==> config.mk <==
export PLATFORM = sky130hd
export DESIGN_NAME = cdaxpy_csr
export DESIGN_NICKNAME = d
export VERILOG_FILES = /design/src/rtl/cdaxpy_pkg.sv /design/src/rtl/cdaxpy_csr.sv
export SDC_FILE = /design/constraint.sdc
export NUM_CORES = 1
export LEC_CHECK = 0
export BUFFER_PORTS_ARGS = -buffer_cell sky130_fd_sc_hd__buf_2
export CAP_MARGIN = 25
export CELL_PAD_IN_SITES_DETAIL_PLACEMENT = 0
export CELL_PAD_IN_SITES_GLOBAL_PLACEMENT = 1
export CORE_MARGIN = 2
export CORE_UTILIZATION = 40
export CTS_BUF_LIST = sky130_fd_sc_hd__clkbuf_8
export DETAILED_ROUTE_END_ITERATION = 8
export PLACE_DENSITY_LB_ADDON = 0.1
export SETUP_SLACK_MARGIN = 0.3
export SYNTH_ARGS = -nofsm -noshare
export SYNTH_HDL_FRONTEND = slang
export SYNTH_SLANG_ARGS = --single-unit
==> constraint.sdc <==
create_clock -name clock -period 3.4 [get_ports clock]
set_clock_uncertainty 0.15 [all_clocks]
set_input_delay 0.17 -clock clock [delete_from_list [all_inputs] [get_ports clock]]
set_output_delay 0.17 -clock clock [all_outputs]
set_load 0.02 [all_outputs]
==> src/rtl/cdaxpy_pkg.sv <==
// Shared constants and types for the complex dual axpy block.
`default_nettype none

package cdaxpy_pkg;

   // Default element width (signed fixed point, width-1 fraction bits)
   localparam int DATA_WIDTH_DEF = 16;

   // Register port geometry: six 32-bit registers at byte offsets 4*i
   localparam int CSR_DATA_W = 32;
   localparam int CSR_ADDR_W = 5;
   localparam int REG_IDX_W  = 3;

   localparam logic [REG_IDX_W-1:0] REG_ALPHA_X_RE = 3'd0;
   localparam logic [REG_IDX_W-1:0] REG_ALPHA_X_IM = 3'd1;
   localparam logic [REG_IDX_W-1:0] REG_ALPHA_Y_RE = 3'd2;
   localparam logic [REG_IDX_W-1:0] REG_ALPHA_Y_IM = 3'd3;
   localparam logic [REG_IDX_W-1:0] REG_CONJ_X     = 3'd4;
   localparam logic [REG_IDX_W-1:0] REG_CONJ_Y     = 3'd5;

   // Partial product slots
   localparam int NPROD      = 8;
   localparam int PROD_AXR_XR = 0;   // real part
   localparam int PROD_AXI_XI = 1;
   localparam int PROD_AYR_YR = 2;
   localparam int PROD_AYI_YI = 3;
   localparam int PROD_AXR_XI = 4;   // imaginary part
   localparam int PROD_AXI_XR = 5;
   localparam int PROD_AYR_YI = 6;
   localparam int PROD_AYI_YR = 7;

   typedef struct packed {
      logic conj_y;
      logic conj_x;
   } conj_type;

endpackage

`default_nettype wire

==> src/rtl/cdaxpy_csr.sv <==
// Register file for scalars and conjugate flags, APB-style access.
`default_nettype none

module cdaxpy_csr
   import cdaxpy_pkg::*;
#(
   parameter int DATA_WIDTH = DATA_WIDTH_DEF
) (
   input  wire logic                         clock,
   input  wire logic                         reset,
   input  wire logic                         csr_psel,
   input  wire logic                         csr_penable,
   input  wire logic                         csr_pwrite,
   input  wire logic [CSR_ADDR_W-1:0]        csr_paddr,
   input  wire logic [CSR_DATA_W-1:0]        csr_pwdata,
   output logic      [CSR_DATA_W-1:0]        csr_prdata,
   output logic                              csr_pready,
   output logic signed [DATA_WIDTH-1:0]      alpha_x_re,
   output logic signed [DATA_WIDTH-1:0]      alpha_x_im,
   output logic signed [DATA_WIDTH-1:0]      alpha_y_re,
   output logic signed [DATA_WIDTH-1:0]      alpha_y_im,
   output conj_type                          conj
);

   logic signed [DATA_WIDTH-1:0] axr_ff, axi_ff, ayr_ff, ayi_ff;
   conj_type                     conj_ff;
   logic                         wr_en;
   logic [REG_IDX_W-1:0]         idx;

   assign csr_pready = 1'b1;
   assign wr_en      = csr_psel && csr_penable && csr_pwrite && csr_pready;
   assign idx        = csr_paddr[CSR_ADDR_W-1:2];

   always_ff @(posedge clock) begin
      if (reset) begin
         axr_ff  <= '0;
         axi_ff  <= '0;
         ayr_ff  <= '0;
         ayi_ff  <= '0;
         conj_ff <= '0;
      end else if (wr_en) begin
         unique case (idx)
            REG_ALPHA_X_RE: axr_ff <= csr_pwdata[DATA_WIDTH-1:0];
            REG_ALPHA_X_IM: axi_ff <= csr_pwdata[DATA_WIDTH-1:0];
            REG_ALPHA_Y_RE: ayr_ff <= csr_pwdata[DATA_WIDTH-1:0];
            REG_ALPHA_Y_IM: ayi_ff <= csr_pwdata[DATA_WIDTH-1:0];
            REG_CONJ_X:     conj_ff.conj_x <= csr_pwdata[0];
            REG_CONJ_Y:     conj_ff.conj_y <= csr_pwdata[0];
            default:        ;  // unmapped, ignored
         endcase
      end
   end

   always_comb begin
      csr_prdata = '0;
      unique case (idx)
         REG_ALPHA_X_RE: csr_prdata[DATA_WIDTH-1:0] = axr_ff;
         REG_ALPHA_X_IM: csr_prdata[DATA_WIDTH-1:0] = axi_ff;
         REG_ALPHA_Y_RE: csr_prdata[DATA_WIDTH-1:0] = ayr_ff;
         REG_ALPHA_Y_IM: csr_prdata[DATA_WIDTH-1:0] = ayi_ff;
         REG_CONJ_X:     csr_prdata[0] = conj_ff.conj_x;
         REG_CONJ_Y:     csr_prdata[0] = conj_ff.conj_y;
         default:        csr_prdata = '0;
      endcase
   end

   assign alpha_x_re = axr_ff;
   assign alpha_x_im = axi_ff;
   assign alpha_y_re = ayr_ff;
   assign alpha_y_im = ayi_ff;
   assign conj       = conj_ff;

endmodule

`default_nettype wire

Word level (Yosys, flattened, before mapping)
Cells that the tools add are included.

storage, ports and cells
  output and inout port bits = 99
  register bits = 66
  input bits = 42
  word-level logic and storage cells = 22

cells by class
  reduce and logical (&&, ||, !) cells = 9
  multiplexer cells = 2
  equal/unequal tests = 5

operators by type and width
  cell                                                                   number
  15-bit one-hot mux with 4 select lines                                 1
  2-bit AND reduction                                                    6
  3-bit by 2-bit equality test with 1-bit output, second input constant  2
  3-bit equality test, second input constant                             2
  1-bit one-hot mux with 6 select lines                                  1
  3-bit by 1-bit equality test with 1-bit output, second input constant  1
  3-bit zero test                                                        1
  1-bit logical AND                                                      2

Depth between registers and ports, before layout
  depth after elaboration = 3
  mapped depth = 6
  depth with buffers taken out = 3

Worst setup path after synthesis
No wires, ideal clock.

  path type = input-to-output
  from = input csr_paddr[3]
  to = output csr_prdata[13]
  stages on the path = 4
  buffers on the path = 2
  arrival = 1.171 ns
  data required time = 3.080 ns
  path slack = 1.909 ns
  cell sequence = buf_6 > buf_6 > mux4_2 > nor2b_1

between the ends
  cells in the longest elaborated chain, start to end = 2
  elaborated cells on any way between the ends = 5
  those cells by class = eq/ne: 3; mux: 1; reduce/logical: 1

ends and longest elaborated chain
  element                                                                 line              text
  start: declaration                                                      cdaxpy_csr.sv:14  input wire logic [CSR_ADDR_W-1:0] csr_paddr,
  3-bit by 2-bit equality test with 1-bit output (tied with other cells)  cdaxpy_csr.sv:56  unique case (idx)
  15-bit one-hot mux with 4 select lines *                                cdaxpy_csr.sv:56
  end: declaration                                                        cdaxpy_csr.sv:16  output logic [CSR_DATA_W-1:0] csr_prdata,

Every way passes the cells marked *; elsewhere a longest branch is shown, timed or not.

Worst setup path in the final report
  from = input csr_paddr[3]
  to = output csr_prdata[5]

Same word-level chain as after synthesis.

==> metrics.md <==
| Metric | Value |
|---|---|
| Status | completed |
| Clock slew at reported path FFs | 80 ps |
| Die area | 9170 sq um |
| Primary FF master, synth | dfxtp_1 |
| Crit Reg-Reg Startpoint | alpha_y_re[8]$_SDFFE_PP0P_ |
| Final Hold Vio Count | 0 |
| Hold path start | csr_pwdata[2] |
| Worst-path maximum fanout | 20 |
| Hold worst-path end | alpha_y_im[2]$_SDFFE_PP0P_ |
| Bufs on Longest Clock Path | 2 |
| Crit path arrival time | 1660 ps |
| Number of enable flip-flop cells after synthesis | 0 |
| Post-layout min period | just under 2000 ps |
| Initial antenna violation count | 0 |
| Yosys top cell area share | between 30 and 40% |
| Library cells used by synthesis | 24 |
| Post-CTS Setup Inserts | 0 |
| Area delta synth->final | 19.2% |
| Overall Global Routing Usage | 18.4% |
| Vias in the first global route | 2417 |
| Post-CTS Hold Buffers | 0 |
| Root buf cell | clkbuf_8 |
| DR pass1 iterations | 5 |
| H-tree levels | 3 |
| Die W | 95.8 um |
| Nets | 455 |
| DRT iter0 DRCs | 65 |
| Ys Warns | 0 |
| Worst Reg-to-Reg Cells | 3 |
| Die height | 95.8 um |
| PortBufs | 105 |
| Hold/Removal Path Class | input port to register |
| Top cells by count, synth | nand2b_1, dfxtp_1, mux2i_1, nor2b_1, o21ai_0 |
| CTS tree | done |
| Worst setup EP type | output pin |
| Synth area leader | dfxtp_1 |
| Clock latency on the worst-skew pair | approximately 330 ps |
| Layout cells sized above 1 | 34.4% |
| CTS resizes | 0 |
| Global route total overflow | 0 |
| Post-Synthesis Cells | 319 |
| Pin count of the biggest net entering global routing | 56 |
| Most frequent cell after synthesis | nand2b_1 |
| Slew @ Worst Pin | 785 ps |
| Starting Density | between 40% and 50% |
| WHS | roughly 17 ps |
| Worst reg-to-reg setup slack | 2450 ps |
| Worst EP required | approximately 3100 ps |
| Synth Cell Area | 3370 sq um |
| Setup violators final | 0 |
| Core area | 8180 sq um |
| Final Max Tran Viols | 0 |
| Clk sinks | 66 |
| CTS buffer count | 9 |
| Kind of critical path | input port to output pin |
| P_leak | 1.99 nW |
| Detailed-route DRC error count | 0 |
| DR vias | 2519 |
| Row count | 33 |
| Routed Antenna Nets | 0 |
| Post-DP HPWL | around 5.3 mm |
| Maximum VDD drop | approximately 0.16 mV |
| First-pass GRT wire length | between 10 and 15 mm |
| Max_cap viols | 0 |
| Cell Pwr Density | just under 400 nW/um^2 |
| Rel. slew slack | 47.7% |
| Gpl congestion | 0.676 |
| Reg2reg end | alpha_y_re[8]$_SDFFE_PP0P_ |
| TNS Setup | 0 ps |
| Fin crit share | 58.2% |
| Max Clock Freq | 506 MHz |
| Vias per cell | approximately 4.8 |
| Worst hold path depth | 3 |
| Asr flop ratio synth | 0% |
| Yosys reg bits | 66 |
| Synth top area cells | dfxtp_1, mux2i_1, nand2b_1 |
| Unrepaired setup endpoints after global routing | false |
| Syn_area_per_cell | 10.6 sq um |
| Avg WL per Cell | 15.5 um |
| Worst setup SP type | input port |
| I/O pin count | 141 |
| Register area share after synthesis | 39.2% |
| Drt total wl | 8.12 mm |
-- metrics by stage --
stage               worst slack [ps]  instance area [sq um]  util [%]  power (mW)  cells
finish                          1420                   4020      49.1        1.56    524
global route                    1320                   4010      49.1        1.63    523
CTS                             1380                   4010      49.1        1.58    523
detailed placement              1380                   3820      46.7       0.935    507
global placement                1400                   3820      46.7       0.934    507
floorplan                       1910                   3420         -       0.913    334
-- layout by cell type, fill, tap and decap left out, drive strengths merged --
cell type	n
and4	1
clkbuf	10
clkinv	4
conb	17
diode	1
inv	1
bufinv	1
mux4	16
mux2i	51
and2b	2
mux2	1
nor2b	30
o21ai	32
nand2	4
nand2b	67
and4b	1
nand3	1
or2	1
nor2	2
buf	108
dfxtp	66
nand4b	1
and2	1
-- layer usage --
metal / GRT usage (%) / routed length [um] / up-vias
met1: 23.9 / 3810 / 1192
met4: 7.14 / 85 / 0
met3: 4.23 / 431 / 8
li1: - / - / 1247
met5: 0 / 0 / -
met2: 29.8 / 3790 / 72
-- how the worst max path moves through the flow --
stage	startpoint	endpoint	slack (ps)	cells past startpoint
floorplan	csr_paddr[3]	csr_prdata[13]	1910	4
global placement	csr_paddr[3]	csr_prdata[5]	1400	4
detailed placement	csr_paddr[3]	csr_prdata[5]	1380	4
CTS	csr_paddr[3]	csr_prdata[5]	1380	4
global route	csr_paddr[3]	csr_prdata[5]	1320	4
finish	csr_paddr[3]	csr_prdata[5]	1420	4
-- state kept, by name, summed over array words and instances, names as in the netlist --
signal	cells
alpha_y_re	16
alpha_x_re	16
conj	2
alpha_y_im	16
alpha_x_im	16
-- power by group --
group	leakage, nW	internal [mW]	switching (mW)
clock	0.107	0.354	0.290
combinational	1.35	0.0478	0.0843
sequential	0.532	0.778	0.00418
total	1.99	1.18	0.379
-- final cells by class --
cell class	count	area, sq um
Fill cell	808	4160
Multi-Input combinational cell	228	1820
Sequential cell	66	1320
Timing Repair Buffer	108	548
Clock buffer	10	138
Tap cell	105	131
Clock inverter	6	57.6
Antenna cell	1	2.50
-- worst max-delay path, cell delays in order --
cell and delay [ps]:
buf_2 550, mux4_2 590, nor2b_1 160, buf_2 180
-- cells by family (layout without fill, tap and decap cells) --
family                 after synthesis  count (layout)  synth area share [%]
AND/OR/NAND/NOR                    111             111                  21.1
multiplexers                        68              68                  26.2
flip-flops                          66              66                  39.2
buffers and inverters               40             124                  8.51
AO/OA/AOI/OAI                       32              32                  4.75
other                                2              18                 0.223
No activity file was read; power rests on OpenSTA's default activity.
