--- config.mk ---
export PLATFORM = sky130hd
export DESIGN_NAME = cdaxpy_rnd
export DESIGN_NICKNAME = d
export VERILOG_FILES = /design/src/rtl/cdaxpy_pkg.sv /design/src/rtl/cdaxpy_rnd.sv
export SDC_FILE = /design/constraint.sdc
export NUM_CORES = 1
export LEC_CHECK = 0
export ABC_CLOCK_PERIOD_IN_PS = 2200
export BUFFER_PORTS_ARGS = -buffer_cell sky130_fd_sc_hd__clkbuf_2
export CAP_MARGIN = 20
export CORE_UTILIZATION = 43
export CTS_BUF_LIST = sky130_fd_sc_hd__clkbuf_2
export CTS_CLUSTER_SIZE = 24
export DETAILED_ROUTE_END_ITERATION = 7
export GPL_ROUTABILITY_DRIVEN = 0
export PLACE_DENSITY = 0.85
export SLEW_MARGIN = 20
export SYNTH_ARGS = -nofsm -noshare
export SYNTH_HDL_FRONTEND = slang
export SYNTH_SLANG_ARGS = --single-unit
export TNS_END_PERCENT = 20
--- constraint.sdc ---
create_clock -name clock -period 2.2 [get_ports clock]
set_input_delay 0 -clock clock [delete_from_list [all_inputs] [get_ports clock]]
set_output_delay 0 -clock clock [all_outputs]
set_load 0.05 [all_outputs]
--- src/rtl/cdaxpy_pkg.sv ---
// Shared constants and types for the complex dual axpy block.
`default_nettype none

package cdaxpy_pkg;

   // Default element width (signed fixed point, width-1 fraction bits)
   localparam int DATA_WIDTH_DEF = 16;

   // Register port geometry: six 32-bit registers at byte offsets 4*i
   localparam int CSR_DATA_W = 32;
   localparam int CSR_ADDR_W = 5;
   localparam int REG_IDX_W  = 3;

   localparam logic [REG_IDX_W-1:0] REG_ALPHA_X_RE = 3'd0;
   localparam logic [REG_IDX_W-1:0] REG_ALPHA_X_IM = 3'd1;
   localparam logic [REG_IDX_W-1:0] REG_ALPHA_Y_RE = 3'd2;
   localparam logic [REG_IDX_W-1:0] REG_ALPHA_Y_IM = 3'd3;
   localparam logic [REG_IDX_W-1:0] REG_CONJ_X     = 3'd4;
   localparam logic [REG_IDX_W-1:0] REG_CONJ_Y     = 3'd5;

   // Partial product slots
   localparam int NPROD      = 8;
   localparam int PROD_AXR_XR = 0;   // real part
   localparam int PROD_AXI_XI = 1;
   localparam int PROD_AYR_YR = 2;
   localparam int PROD_AYI_YI = 3;
   localparam int PROD_AXR_XI = 4;   // imaginary part
   localparam int PROD_AXI_XR = 5;
   localparam int PROD_AYR_YI = 6;
   localparam int PROD_AYI_YR = 7;

   typedef struct packed {
      logic conj_y;
      logic conj_x;
   } conj_type;

endpackage

`default_nettype wire

--- src/rtl/cdaxpy_rnd.sv ---
// Stage 4: drop fraction bits, saturate both parts, hold the result beat.
`default_nettype none

module cdaxpy_rnd
   import cdaxpy_pkg::*;
#(
   parameter int DATA_WIDTH = DATA_WIDTH_DEF,
   localparam int SW = 2*DATA_WIDTH + 3,
   localparam int FB = DATA_WIDTH - 1,
   localparam int HW = SW - FB
) (
   input  wire logic                         clock,
   input  wire logic                         reset,
   input  wire logic                         in_valid,
   output logic                              in_ready,
   input  wire logic signed [SW-1:0]         sum_re,
   input  wire logic signed [SW-1:0]         sum_im,
   input  wire logic                         in_last,
   output logic                              out_valid,
   input  wire logic                         out_ready,
   output logic signed [DATA_WIDTH-1:0]      out_re,
   output logic signed [DATA_WIDTH-1:0]      out_im,
   output logic                              out_sat,
   output logic                              out_last
);

   localparam logic signed [HW-1:0] HI_MAX = $signed({{(HW-FB){1'b0}}, {FB{1'b1}}});
   localparam logic signed [HW-1:0] HI_MIN = $signed({{(HW-FB){1'b1}}, {FB{1'b0}}});
   localparam logic [DATA_WIDTH-1:0] Q_MAX = {1'b0, {FB{1'b1}}};
   localparam logic [DATA_WIDTH-1:0] Q_MIN = {1'b1, {FB{1'b0}}};

   logic                         valid_ff;
   logic signed [HW-1:0]         hre, him;
   logic                         re_hi, re_lo, im_hi, im_lo;
   logic signed [DATA_WIDTH-1:0] re_in, im_in, re_ff, im_ff;
   logic                         sat_in, sat_ff, last_ff;

   assign in_ready = !valid_ff || out_ready;

   // floor shift; the half was already added upstream
   assign hre = $signed(sum_re[SW-1:FB]);
   assign him = $signed(sum_im[SW-1:FB]);

   always_comb begin
      re_hi  = hre > HI_MAX;
      re_lo  = hre < HI_MIN;
      im_hi  = him > HI_MAX;
      im_lo  = him < HI_MIN;
      re_in  = re_hi ? Q_MAX : (re_lo ? Q_MIN : hre[DATA_WIDTH-1:0]);
      im_in  = im_hi ? Q_MAX : (im_lo ? Q_MIN : him[DATA_WIDTH-1:0]);
      sat_in = re_hi || re_lo || im_hi || im_lo;
   end

   always_ff @(posedge clock) begin
      if (reset) begin
         valid_ff <= 1'b0;
      end else if (in_ready) begin
         valid_ff <= in_valid;
      end
   end

   always_ff @(posedge clock) begin
      if (in_ready) begin
         re_ff   <= re_in;
         im_ff   <= im_in;
         sat_ff  <= sat_in;
         last_ff <= in_last;
      end
   end

   assign out_valid = valid_ff;
   assign out_re    = re_ff;
   assign out_im    = im_ff;
   assign out_sat   = sat_ff;
   assign out_last  = last_ff;

endmodule

`default_nettype wire

[Yosys cells after proc, flatten, opt, wreduce, memory -nomap -nowiden]
Index checks and enable logic that the tools add are counted.
Word-level totals
  bits in registers: 35
  input bits: 75
  output and inout port bits: 36
  word-level logic and storage cells: 16
Operators by class
  magnitude comparators: 4
  multiplexer cells: 2
  reduce and logical (&&, ||, !) cells: 5
Operators with widths (count)
  $gt 20x16->1 const B: 2
  $lt 20x16->1 const B: 2
  $mux 16: 2
  $logic_or 1x1->1: 4
  $logic_not 1->1: 1

[Longest topological paths before layout]
  word-level depth: 4
  gate-level depth with buffers: 4
  depth with buffers taken out: 3

[Least setup slack after synthesis]
No wires, ideal clock.
  path type: reg2reg
  start point: reg valid_ff (netlist: out_valid)
  end point: reg im_ff[0] (netlist: out_im[0]), enable pin
  library setup time: 0.608 ns
  data arrival time: 1.602 ns
  required time: 1.592 ns
  setup slack: -0.009 ns
  cell stages (with the launch flop): 2
  buffers on the path: 0
  period minus slack after synthesis: 2.209 ns
  cells stage by stage: dfxtp_1 -> nand2b_1
Between the ends
  longest elaborated chain between the ends: 2
Ends and longest elaborated chain
  start: declaration: RTL line cdaxpy_rnd.sv:32  | logic valid_ff;
  start signal: assignment: RTL line cdaxpy_rnd.sv:58  | valid_ff <= in_valid;
  $logic_not 1->1: RTL line cdaxpy_rnd.sv:38  | assign in_ready = !valid_ff || out_ready;
  $logic_or 1x1->1: RTL line cdaxpy_rnd.sv:38
  net in_ready: RTL line cdaxpy_rnd.sv:15  | output logic in_ready,
  end signal: assignment: RTL line cdaxpy_rnd.sv:65  | im_ff <= im_in;
  end: declaration: RTL line cdaxpy_rnd.sv:35  | logic signed [DATA_WIDTH-1:0] re_in, im_in, re_ff, im_ff;
The timed path passes the listed nets, and every way through them passes these cells.
A chain may end at the register's enable or synchronous reset.

[Worst setup path in the final report]
  start point: reg valid_ff (netlist: out_valid)
  end point: reg valid_ff (netlist: out_valid)
Between the ends
  longest elaborated chain between the ends: 2
Ends and longest elaborated chain (RTL line)
  $logic_not 1->1: cdaxpy_rnd.sv:38
  $logic_or 1x1->1: cdaxpy_rnd.sv:38
Every way passes these cells.

==> flow_summary.json <==
{
  "postCtsSetupBuffers": 0,
  "rrSetupSlack_ns": 0.37,
  "area_growth_pct": 60.44,
  "die-area_um2": 3407,
  "setup_viol": 0,
  "utilization": 0.7240,
  "seq_area_frac_synth": 0.7619,
  "finalSetupTns_ns": 0,
  "nNetsFinal": 275,
  "clkPwrFrac": 0.179,
  "crit_path_end_kind": "flip-flop",
  "drt_iter0_markers": 19,
  "antenna_found_initial": 0,
  "dr.pass1.iters": 4,
  "tightest_slew_ns": 0.9606,
  "critPathLaunchType": "flip-flop",
  "switchingPower_w": 0.0004968,
  "synth.avg_cell_area_um2": 16.27,
  "fillers": 207,
  "dp.final_hpwl_um": 2102,
  "hold_depth": 4,
  "critical_path.startpoint": "out_valid",
  "required_ns": 2.44,
  "synth-seq-cells": 35,
  "drcViolationCount": 0,
  "grt_max_degree": 37,
  "share_seq_of_total_power": 0.542,
  "coreArea_um2": 3028,
  "ant_nets": 0,
  "grt_pass1_vias": 1199,
  "holdPathEnd": "out_sat",
  "die_w_um": 58.37,
  "synth.cell_area_um2": 1366,
  "syn_nets": 159,
  "grt_overflow_total": 0,
  "p_comb_frac": 0.279,
  "ios": 111,
  "cap_violations": 0,
  "critPathArrivalTime_ns": 2.07,
  "cts_tree": "done",
  "synth_area_leaders": "edfxtp_1 75%, a21o_1 8.2%, o21a_1 8.2%",
  "ys_types": 15,
  "reg2regPathDepth": 3,
  "status": "finished, final reports clean",
  "via_per_inst": 4.735,
  "cts_sinks": 35,
  "num_antenna_cells": 0,
  "clk_path_buf_depth": 2,
  "hold_path.class": "primary input to flip-flop",
  "synth_top_area_frac": 0.7473,
  "p_int_w": 0.001005,
  "htree_num_levels": 2,
  "finalCriticalPeriod_ns": 1.829,
  "rsz0062_at_grt": "false",
  "synthCells": 84,
  "clk_latency_ns": 0.35,
  "switching_share": 0.3308,
  "synth_xor_area_frac": 0,
  "numPortBuffers": 80,
  "routed_wl_um": 3429,
  "synthAdderAreaFrac": 0,
  "root_buffer": "clkbuf_2",
  "path_class": "flip-flop to flip-flop",
  "leakagePower_nw": 1.016,
  "rows": 20,
  "fin_area_um2": 2192,
  "clock_skew_ns": 0.01325,
  "power_density_nw_per_um2": 685.1,
  "synth_compound_area_frac": 0.1685,
  "post-route-period-util": 0.8314,
  "wire_per_inst_um": 14.00,
  "worstPathMaxFanout": 36,
  "drive_above_1_share": 0.4428,
  "layout_common_cells": "86 x clkbuf_2, 35 x dlygate4sd3_1, 34 x edfxtp_1",
  "synthMuxAreaShare": 0,
  "worstReg2RegEnd": "out_valid",
  "synth_top_family_by_area": "compound AO/OA/AOI/OAI gates",
  "min_from": "sum_im[33]",
  "grt_util_all_layers": 0.2108,
  "yosysTopAreaCell": "edfxtp_1",
  "num_vias": 1160,
  "hold_viol_final": 0,
  "slew_headroom": 0.3572,
  "clkTransAtPathRegs_ns": 0.15,
  "vdd_drop_max_mv": 0.3601,
  "grt_pass1_wl_um": 5071,
  "worstReg2RegStart": "out_valid",
  "die_h_um": 58.37,
  "synthSimpleGateAreaFrac": 0.05037,
  "place_area_um2": 1802,
  "fmax_mhz": 546.7,
  "synth_warnings": 0,
  "slew_violations": 0,
  "cts_buffers": 5,
  "mostFrequentLayoutCell": "clkbuf_2",
  "initial_core_util": 0.4512
}
## critical path, stage by stage, from the launching register on
cell and delay [ns]:
dfxtp_1 0.35, nand2b_2 0.60, a21oi_1 0.18, dlygate4sd3_1 0.60
## sequential cells by signal, summed over array words and instances (netlist names)
name,flops
out_im,16
out_last,1
out_re,16
out_sat,1
out_valid,1
## metal layers
metal	track usage	vias to the layer above	routed length [µm]
met1	0.1908	535	1193
met4	0.1497	0	133
met3	0.03736	15	157
li1	-	557	-
met5	0	-	0
met2	0.4138	53	1944
## layout make-up
cell class	count	area, µm²	area share
Clock buffer	6	30.03	0.01370
Sequential cell	35	1041	0.4749
Multi-Input combinational cell	42	304.0	0.1387
Clock inverter	2	7.507	0.003425
Tap cell	44	55.05	0.02511
Timing Repair Buffer	115	750.7	0.3425
Inverter	1	3.754	0.001712
## cells in the mapped netlist
cell type,count
and2_1,1
nor2_1,2
nand2b_1,1
clkbuf_1,6
a21o_1,15
dfxtp_1,1
nand4_1,2
nor4_2,1
or4b_1,1
a21oi_1,1
nor4_1,1
inv_1,1
edfxtp_1,34
o21a_1,15
nand2_1,2
## cell families after synthesis
| logic type | after synthesis |
|---|---|
| and+or+nand+nor | 11 |
| DFF | 35 |
| buffers and inverters | 7 |
| AOI/OAI and AO/OA | 31 |
## timing repair
item | 4_1_cts | 5_1_grt
gates resized for setup | 0 | 0
hold buffers | 35 | 0
hold endpoints to repair | 34 | 0
## power by group through the flow
stage / Sequential (W) / Combinational [W] / Clock [W]
after global placement: 0.000825 / 0.000361 / 0
final: 0.000813 / 0.000419 / 0.000269
after floorplan: 0.00103 / 0.0000637 / 0
after global routing: 0.000819 / 0.000439 / 0.000302
after CTS: 0.000813 / 0.000417 / 0.000284
after detailed placement: 0.000828 / 0.000367 / 0
## stage by stage
step | total power (W) | setup WS, ns | hold slack, ns | cells
6_report | 0.001502 | 0.3709 | 0.1472 | 245
5_1_grt | 0.001560 | 0.2185 | 0.1544 | 245
2_1_floorplan | 0.001092 | 0.5029 | 0.06907 | 84
4_1_cts | 0.001513 | 0.4123 | 0.1143 | 245
3_5_place_dp | 0.001195 | 0.6977 | 0.1617 | 202
3_3_place_gp | 0.001187 | 0.7863 | 0.1549 | 202
## how the worst max path moves through the flow
stage / endpoint / depth (start not counted) / slack (ns)
after detailed placement: out_sat / 4 / 0.70
final: out_valid / 3 / 0.37
after CTS: out_valid / 3 / 0.41
after floorplan: out_im[0] / 1 / 0.50
after global routing: out_valid / 3 / 0.22
after global placement: out_sat / 4 / 0.79
Note: power is estimated with default switching activity, not from simulation.
