<file path="src/rtl/cdaxpy_pkg.sv">
// Shared constants and types for the complex dual axpy block.
`default_nettype none

package cdaxpy_pkg;

   // Default element width (signed fixed point, width-1 fraction bits)
   localparam int DATA_WIDTH_DEF = 16;

   // Register port geometry: six 32-bit registers at byte offsets 4*i
   localparam int CSR_DATA_W = 32;
   localparam int CSR_ADDR_W = 5;
   localparam int REG_IDX_W  = 3;

   localparam logic [REG_IDX_W-1:0] REG_ALPHA_X_RE = 3'd0;
   localparam logic [REG_IDX_W-1:0] REG_ALPHA_X_IM = 3'd1;
   localparam logic [REG_IDX_W-1:0] REG_ALPHA_Y_RE = 3'd2;
   localparam logic [REG_IDX_W-1:0] REG_ALPHA_Y_IM = 3'd3;
   localparam logic [REG_IDX_W-1:0] REG_CONJ_X     = 3'd4;
   localparam logic [REG_IDX_W-1:0] REG_CONJ_Y     = 3'd5;

   // Partial product slots
   localparam int NPROD      = 8;
   localparam int PROD_AXR_XR = 0;   // real part
   localparam int PROD_AXI_XI = 1;
   localparam int PROD_AYR_YR = 2;
   localparam int PROD_AYI_YI = 3;
   localparam int PROD_AXR_XI = 4;   // imaginary part
   localparam int PROD_AXI_XR = 5;
   localparam int PROD_AYR_YI = 6;
   localparam int PROD_AYI_YR = 7;

   typedef struct packed {
      logic conj_y;
      logic conj_x;
   } conj_type;

endpackage

`default_nettype wire

</file>
<file path="src/rtl/cdaxpy_add.sv">
// Stages 2 and 3: signed pair sums, then full sum with aligned z and rounding half.
`default_nettype none

module cdaxpy_add
   import cdaxpy_pkg::*;
#(
   parameter int DATA_WIDTH = DATA_WIDTH_DEF,
   localparam int PW = 2*DATA_WIDTH,
   localparam int SW = 2*DATA_WIDTH + 3
) (
   input  wire logic                         clock,
   input  wire logic                         reset,
   input  wire logic                         in_valid,
   output logic                              in_ready,
   input  wire logic signed [PW-1:0]         prod [NPROD],
   input  wire logic signed [DATA_WIDTH-1:0] z_re,
   input  wire logic signed [DATA_WIDTH-1:0] z_im,
   input  wire logic                         in_last,
   input  wire conj_type                     conj,
   output logic                              out_valid,
   input  wire logic                         out_ready,
   output logic signed [SW-1:0]              sum_re,
   output logic signed [SW-1:0]              sum_im,
   output logic                              out_last
);

   // stage 2
   logic                         v2_ff;
   logic                         rdy2;
   logic signed [PW:0]           ext [NPROD];
   logic signed [PW:0]           re_a_in, re_b_in, im_a_in, im_b_in;
   logic signed [PW:0]           re_a_ff, re_b_ff, im_a_ff, im_b_ff;
   logic signed [DATA_WIDTH-1:0] zr2_ff, zi2_ff;
   logic                         last2_ff;

   // stage 3
   logic                         v3_ff;
   logic                         rdy3;
   logic signed [PW-2:0]         zr_al, zi_al;
   logic signed [SW-1:0]         sre_in, sim_in, sre_ff, sim_ff;
   logic                         last3_ff;

   assign rdy3     = !v3_ff || out_ready;
   assign rdy2     = !v2_ff || rdy3;
   assign in_ready = rdy2;

   // Conjugation flips the sign of every term that carries the operand's
   // imaginary part; the product itself is formed on the raw value.
   always_comb begin
      for (int i = 0; i < NPROD; i++) begin
         ext[i] = (PW+1)'(prod[i]);
      end
      re_a_in = ext[PROD_AXR_XR] + (conj.conj_x ? ext[PROD_AXI_XI] : -ext[PROD_AXI_XI]);
      re_b_in = ext[PROD_AYR_YR] + (conj.conj_y ? ext[PROD_AYI_YI] : -ext[PROD_AYI_YI]);
      im_a_in = (conj.conj_x ? -ext[PROD_AXR_XI] : ext[PROD_AXR_XI]) + ext[PROD_AXI_XR];
      im_b_in = (conj.conj_y ? -ext[PROD_AYR_YI] : ext[PROD_AYR_YI]) + ext[PROD_AYI_YR];
   end

   always_ff @(posedge clock) begin
      if (reset) begin
         v2_ff <= 1'b0;
      end else if (rdy2) begin
         v2_ff <= in_valid;
      end
   end

   always_ff @(posedge clock) begin
      if (rdy2) begin
         re_a_ff  <= re_a_in;
         re_b_ff  <= re_b_in;
         im_a_ff  <= im_a_in;
         im_b_ff  <= im_b_in;
         zr2_ff   <= z_re;
         zi2_ff   <= z_im;
         last2_ff <= in_last;
      end
   end

   // z aligned to the product scale with the rounding half in the low bits
   assign zr_al = $signed({zr2_ff, 1'b1, {(DATA_WIDTH-2){1'b0}}});
   assign zi_al = $signed({zi2_ff, 1'b1, {(DATA_WIDTH-2){1'b0}}});

   always_comb begin
      sre_in = SW'(re_a_ff) + SW'(re_b_ff) + SW'(zr_al);
      sim_in = SW'(im_a_ff) + SW'(im_b_ff) + SW'(zi_al);
   end

   always_ff @(posedge clock) begin
      if (reset) begin
         v3_ff <= 1'b0;
      end else if (rdy3) begin
         v3_ff <= v2_ff;
      end
   end

   always_ff @(posedge clock) begin
      if (rdy3) begin
         sre_ff   <= sre_in;
         sim_ff   <= sim_in;
         last3_ff <= last2_ff;
      end
   end

   assign out_valid = v3_ff;
   assign sum_re    = sre_ff;
   assign sum_im    = sim_ff;
   assign out_last  = last3_ff;

endmodule

`default_nettype wire

</file>
<file path="config.mk">
export PLATFORM = sky130hd
export DESIGN_NAME = cdaxpy_add
export DESIGN_NICKNAME = d
export VERILOG_FILES = /design/src/rtl/cdaxpy_pkg.sv /design/src/rtl/cdaxpy_add.sv
export SDC_FILE = /design/constraint.sdc
export NUM_CORES = 1
export LEC_CHECK = 0
export CAP_MARGIN = 20
export CORE_MARGIN = 1.5
export CORE_UTILIZATION = 49
export CTS_BUF_LIST = sky130_fd_sc_hd__clkbuf_4 sky130_fd_sc_hd__clkbuf_8
export DETAILED_ROUTE_END_ITERATION = 7
export DONT_BUFFER_PORTS = 1
export GPL_TIMING_DRIVEN = 1
export PLACE_DENSITY = 0.68
export SYNTH_ARGS = -nofsm -noshare
export SYNTH_HDL_FRONTEND = slang
export SYNTH_SLANG_ARGS = --single-unit
</file>
<file path="constraint.sdc">
create_clock -name clock -period 11.6 [get_ports clock]
set_clock_uncertainty 0.15 [all_clocks]
set_input_delay 2.32 -clock clock [delete_from_list [all_inputs] [get_ports clock]]
set_output_delay 2.32 -clock clock [all_outputs]
set_load 0.02 [all_outputs]
</file>
Word-level counts from Yosys, hierarchy flattened
Index checks and enable logic that the tools add are counted.
Word-level totals
  register bits after elaboration: 238
  input port bits: 295
Cells by class
  add/subtract/negate cells: 12
  multiplexer cells: 4
  reductions and logical operators: 4
Operators by type and width (number)
  two-way mux 33 bit: 4
  negator 32 -> 33 bit: 4
  adder 34 x 31 -> 35 bit: 2
  adder 33 x 33 -> 34 bit: 2
  adder 32 x 33 -> 33 bit: 2
  adder 33 x 32 -> 33 bit: 2
  zero test 1 bit: 2
  logical OR 1 bit: 2

Longest topological paths before layout
Gate-level depths: netlist of run 1.
  depth in word-level cells: 3
  gate-level depth with buffers: 20
  mapped depth without buffers: 19

Worst setup path before layout of run 1
OpenSTA, ideal clock, no wires.
  kind: input -> output
  start: input port out_ready
  end: output port in_ready
  data arrival time: 5.970 ns
  setup slack: 3.160 ns
  stages: 2
  buffers on the path: 0
  cells stage by stage: nor2b_1 nand2_1
Between the ends
  word-level cells in the longest chain between the ends: 2
Ends and longest elaborated chain
  from (decl): line cdaxpy_add.sv:21  | input wire logic out_ready,
  logical OR 1 bit: line cdaxpy_add.sv:43  | assign rdy3 = !v3_ff || out_ready;
  logical OR 1 bit: line cdaxpy_add.sv:44  | assign rdy2 = !v2_ff || rdy3;
  to (decl): line cdaxpy_add.sv:14  | output logic in_ready,
No other way between the ends.

Final worst setup path of run 1
  start: input port prod[198] in the netlist's numbering
  end: register re_a_ff[32], data pin
Between the ends
  word-level cells in the longest chain between the ends: 3
Ends and longest elaborated chain
  from (decl): line cdaxpy_add.sv:15  | input wire logic signed [PW-1:0] prod [NPROD],
  negator 32 -> 33 bit: line cdaxpy_add.sv:53  | re_a_in = ext[PROD_AXR_XR] + (conj.conj_x ? ext[PROD_AXI_XI] : -ext[PROD_AXI_XI]);
  two-way mux 33 bit (*): line cdaxpy_add.sv:53
  adder 32 x 33 -> 33 bit (*): line cdaxpy_add.sv:53
  named net re_a_in[32]: line cdaxpy_add.sv:31  | logic signed [PW:0] re_a_in, re_b_in, im_a_in, im_b_in;
  to (signal assigned): line cdaxpy_add.sv:69  | re_a_ff <= re_a_in;
  to (decl): line cdaxpy_add.sv:32  | logic signed [PW:0] re_a_ff, re_b_ff, im_a_ff, im_b_ff;
The timed path passes the listed nets; every way through them passes the cells marked *.
A chain may end at the register's enable or synchronous reset.

==> flow_summary.yaml, run 1 <==
worst_setup_path:
  startpoint: "prod[198]"
  cp.arrival_ns: 7.06
  r2r-start: "re_a_ff[20]"
  crit_fanout: 8
  cp.required_ns: 11.79
  critPathCaptureType: "flip-flop"
  reg2reg_slack_ns: 7.26
  worstSetupPathType: "in2reg"
  critPathLaunchType: "input pin"
clock_network:
  clockRootBuffer: "clkbuf_8"
  clock_sinks: 238
  htree_levels: 2
  cts.clk_slew.worst_paths_ns: 0.07
  cts_tree: "built"
  postCtsSetupRepairBufs: 0
  cts_inserted_buffers: 45
  clockBufferDepth: 3
  insertion_delay_ns: 0.61
  ctsHoldBuffers: 0
  cts_resized: 0
power_and_ir_drop:
  ir_drop_uv: 179.1
  p_per_area_nw_per_um2: 249.1
  finalPower_uw: 5518
  power.leakage_uw: 0.009115
synth:
  netlist_area_um2: 20610
  synth-main-ff-cell: "edfxtp_1"
  synthCells: 2067
  ys_seq_area_frac: 0.3458
  syn_nets: 2636
  ys_types: 78
  synthArstFlopShare: 0
  avgSynthCellArea_um2: 9.970
  yosysWarnings: 0
  synth_enable_flop_cells: 236
  yosys_register_bits: 238
sta:
  drv_slew: 0
  rsz0062_at_grt: "no"
  hold_viol: 0
  worstMarginPinSlew_ns: 1.150
  setup_viol_count_final: 0
  fin_crit_sh: 0.5921
  relSlewSlack: 0.2226
  clock.fmax_mhz: 145.6
  fin_crit_ns: 6.868
  setup_tns_ns: 0
routing:
  ant_nets: 0
  wirelength_um: 56090
  vias: 16090
  drc_errors: 0
  drt_iter0_drc: 1137
  viasPerCell: 6.063
  wl_per_cell_um: 21.14
  dr.pass1.iters: 5
global_routing:
  grt_pass1_vias: 15460
  antenna_found_initial: 16
  grt.total_usage: 0.2527
  grt_first_pass_wirelength_um: 85610
  overflow: 0
  grt_max_degree: 76
place:
  place_area_um2: 21160
  portBuffers: 0
  place_congestion: 0.9484
  place_hpwl_um: 45210
final_layout:
  n_fill_cell: 3681
  final_layout_size_suffix_gt1_frac: 0.05348
  final_common_cell: "edfxtp_1"
  layout.nets: 2645
  area_delta_synth_final_pct: 7.498
  design_area_um2: 22150
  final_cell_mix: "236 x edfxtp_1, 232 x ha_1, 187 x a21oi_1, 187 x xnor2_1, 139 x nor2_1"
die:
  die_area_um2: 43300
  row_count: 74
  dieWidth_um: 208.1
  start_util: 0.5002
  fp.dieH_um: 208.1
  ios: 368
  core_um2: 41200
run_status:
  status: "completed"
worst_hold_path:
  worstHoldStart: "last2_ff"
  hold_path.class: "reg2reg"
flow_run:
  cap_violations: 0
[worst max-delay path, cell delays in order]
cell      delay (ns)
or4_1           0.59
nor4_1          0.87
nand2_1         0.28
nor4_1          0.88
nor2b_1         0.30
nor2_1          0.07
xor2_1          0.16
ha_1            0.39
a21o_1          0.20
a21o_1          0.19
a211oi_1        0.24
o21ai_0         0.13
a21oi_1         0.15
o31ai_1         0.09
xor2_1          0.19
[where the power goes]
part / switching, uW / total [uW] / internal (uW)
clock: 381 / 904 / 523
sequential: 306 / 1760 / 1450
combinational: 1650 / 2860 / 1210
total: 2340 / 5520 / 3180
[through the flow]
stage | hold slack (ns) | utilization | std cells | setup WS, ns
after detailed placement | 0.2867 | 0.5135 | 2561 | 4.120
after global placement | 0.2903 | 0.5135 | 2561 | 4.197
after floorplan | 0.2503 | - | 2067 | 3.160
after CTS | 0.2762 | 0.5371 | 2645 | 4.769
final | 0.2709 | 0.5377 | 2654 | 4.732
after global routing | 0.2812 | 0.5376 | 2653 | 4.334
[worst paths after layout]
| kind | endpoint | cells past startpoint |
|---|---|---|
| worst max-delay path | re_a_ff[32] | 15 |
| worst min-delay path | out_last | 0 |
| worst max register to register | sum_re[33] | 11 |
| worst min register to register | out_last | 0 |
[final cells by class]
class	count	area, um^2	share of cell area
Clock buffer	58	729.5	0.03293
Antenna cell	9	22.52	0.001017
Inverter	70	262.8	0.01186
Clock inverter	26	244.0	0.01101
Multi-Input combinational cell	1716	13070	0.5897
Timing Repair Buffer	5	37.54	0.001694
Sequential cell	238	7127	0.3217
Tap cell	532	665.6	0.03005
[metal layers]
metal  global-route usage  part of all wire  vias to the layer above
met5                    0            0.0020                        -
met3              0.08558             0.089                      111
li1                     -                 -                     7811
met1               0.3204              0.43                     7590
met2               0.3968              0.45                      564
met4               0.1002             0.035                       14
[cell usage after synthesis, types with 19 or more instances]
cell type	number	area (um^2)
edfxtp_1	236	7087
ha_1	232	2903
a21oi_1	187	935.9
xnor2_1	187	1638
nor2_1	139	521.8
nand2_1	122	457.9
o21ai_0	117	585.6
xor2_1	111	972.2
a21o_1	98	735.7
inv_1	70	262.8
nand3_1	44	220.2
fa_1	42	840.8
clkbuf_1	38	142.6
nor3_1	29	145.1
o21bai_1	29	217.7
o31ai_1	28	210.2
a211oi_1	27	202.7
a31oi_1	27	168.9
and3_1	24	150.1
nand4_1	21	131.4
o21a_1	21	157.7
nor2b_1	19	118.9
[flip-flops by register name, summed over array words and instances (netlist names), 16 cells and up]
| signal | cells |
|---|---|
| re_b_ff | 33 |
| im_b_ff | 33 |
| sum_re | 35 |
| sum_im | 35 |
| im_a_ff | 33 |
| zr2_ff | 16 |
| zi2_ff | 16 |
| re_a_ff | 33 |
[cell families (layout without fill, tap and decap cells)]
logic type,Yosys count,in the layout,share of synthesized area
flops,238,238,0.3458
xor+xnor,298,298,0.1266
buf+inv,113,159,0.02058
compound gates,633,633,0.1992
other cells,0,9,0
fa+ha+maj,274,274,0.1817
mux,4,4,0.002064
simple gates,507,507,0.1240
No activity file was read; power rests on OpenSTA's default activity.
==> inputs of run 2 (changes only) <==
==> constraint.sdc (replaced) <==
create_clock -name clock -period 7.1 [get_ports clock]
set_clock_uncertainty 0.15 [all_clocks]
set_input_delay 1.42 -clock clock [delete_from_list [all_inputs] [get_ports clock]]
set_output_delay 1.42 -clock clock [all_outputs]
set_load 0.02 [all_outputs]
==> run 2 against run 1 <==
Effect of this change:
- critical path depth is 1 higher
- die area did not move
- non-clock buffer count increased by 4
- combinational power increased by 64%
- cell area is essentially flat
- final cell count is essentially flat
- largest power group unchanged
- highest routed layer unchanged
==> flow_summary.yaml, run 2 (synthesis results as in run 1) <==
run_status:
  status: "completed"
clock_network:
  clock_sinks: 238
  postCtsSetupRepairBufs: 0
  cts.clk_slew.worst_paths_ns: 0.06
  ctsHoldBuffers: 0
  cts_inserted_buffers: 46
  cts_tree: "built"
  clockRootBuffer: "clkbuf_8"
  htree_levels: 2
  insertion_delay_ns: 0.61
  clockBufferDepth: 3
  cts_resized: 0
routing:
  ant_nets: 0
  dr.max_layer_used: "met5"
  viasPerCell: 6.115
  dr_wl_met3_um: 4814
  route.met2.wl_um: 26330
  drc_errors: 0
  vias: 16220
  drt-met1-wl_um: 25040
  drt_iter0_drc: 1048
  wirelength_um: 57570
  wl_per_cell_um: 21.71
  dr.pass1.iters: 5
worst_setup_path:
  critPathMaxStageDelay_ns: 0.83
  r2r-start: "re_b_ff[21]"
  worstSetupPathType: "in2reg"
  cp_top_family: "simple AND/OR/NAND/NOR gates"
  startpoint: "prod[198]"
  cp.arrival_ns: 5.79
  critPathCaptureType: "flip-flop"
  path_cells: "or4_1 > nor4_1 > nand2_1 > nor4_1 > buf_4 > nor2b_1 > nor2_1 > xor2_1 > ha_1 > a21o_1 > a21o_1 > a211oi_1 > o21ai_0 > a21oi_1 > o31ai_1 > xor2_1"
  reg2reg_slack_ns: 2.79
  crit_buf_inv: 1
  worstRegToRegCells: 11
  cp.required_ns: 7.29
  r2r-end: "sum_re[33]"
  critPathLaunchType: "input pin"
  crit_fanout: 8
  critical_path.slowest_cell: "nor4_1"
sta:
  rsz0062_at_grt: "no"
  clock.fmax_mhz: 178.6
  fin_crit_ns: 5.600
  hold_slack_ns: 0.2867
  setup_viol_count_final: 0
  fin_crit_sh: 0.7888
  drv_slew: 0
  relSlewSlack: 0.3034
  hold_viol: 0
  setup_tns_ns: 0
  worstMarginPinSlew_ns: 1.045
worst_hold_path:
  worstHoldStart: "last2_ff"
  min_to: "out_last"
  hold_path_depth: 0
  hold_path.class: "reg2reg"
final_layout:
  design_area_um2: 22140
  final_layout_size_suffix_gt1_frac: 0.05574
  final_common_cell: "edfxtp_1"
  layout.nets: 2650
  final_cell_mix: "236 x edfxtp_1, 232 x ha_1, 187 x a21oi_1, 187 x xnor2_1, 139 x nor2_1"
  area_delta_synth_final_pct: 7.413
  n_fill_cell: 3750
die:
  dieWidth_um: 208.1
  row_count: 74
  die_area_um2: 43300
  fp.dieH_um: 208.1
  start_util: 0.5002
  core_um2: 41200
  ios: 368
place:
  place_hpwl_um: 46330
  place_area_um2: 21190
  portBuffers: 0
  place_congestion: 0.9219
global_routing:
  antenna_found_initial: 10
  grt_first_pass_wirelength_um: 88380
  grt_pass1_vias: 15640
  overflow: 0
  grt_max_degree: 72
  grt.total_usage: 0.2611
power_and_ir_drop:
  power.leakage_uw: 0.009127
  ir_drop_uv: 311.7
  p_per_area_nw_per_um2: 405.9
flow_run:
  cap_violations: 0
[run 2: cell count changes in the layout (fill, tap and decap cells not counted)]
cell / delta
buf_4: +4
clkinvlp_4: -1
clkbuf_8: +2
clkinv_2: +2
diode_2: -6
clkinv_1: -1
bufinv_16: -2
clkbuf_4: -1
clkinv_4: +1
[run 2: worst max-delay path by stage]
stage	cells after the start	slack [ns]	to
global placement	16	1.10	re_a_ff[32]
finish	16	1.50	re_a_ff[32]
global route	16	1.38	re_a_ff[32]
CTS	16	1.70	re_a_ff[32]
floorplan	2	0.46	in_ready
detailed placement	16	1.07	re_a_ff[32]
[run 2: area by class of cell]
| class | instances | area, um^2 | area share |
|---|---|---|---|
| multi-input combinational | 1716 | 13070 | 0.5902 |
| clock inverter | 25 | 191.4 | 0.008648 |
| sequential | 238 | 7127 | 0.3220 |
| timing repair buffer | 9 | 67.56 | 0.003052 |
| tap | 532 | 665.6 | 0.03007 |
| clock buffer | 59 | 749.5 | 0.03386 |
| inverter | 70 | 262.8 | 0.01187 |
| antenna | 3 | 7.507 | 0.0003391 |
[run 2: report_power, final]
| group | leakage (uW) | total [uW] | switching, uW | internal [uW] |
|---|---|---|---|---|
| Combinational | 0.00613 | 4680 | 2710 | 1970 |
| Sequential | 0.00250 | 2870 | 504 | 2370 |
| Clock | 0.000495 | 1430 | 630 | 800 |
| Total | 0.00913 | 8990 | 3850 | 5140 |
[run 2: metrics by stage]
step | utilization | instances | power (uW) | setup slack, ns
2_1_floorplan | - | 2067 | 6357 | 0.4597
3_3_place_gp | 0.5142 | 2565 | 7449 | 1.100
3_5_place_dp | 0.5142 | 2565 | 7504 | 1.066
4_1_cts | 0.5371 | 2649 | 8999 | 1.700
5_1_grt | 0.5373 | 2652 | 9632 | 1.380
6_report | 0.5373 | 2652 | 8986 | 1.500
[run 2: metal layers]
metal	GRT usage	up-vias
met5	0	-
li1	-	7825
met3	0.07970	85
met1	0.3399	7727
met4	0.07299	14
met2	0.4199	566
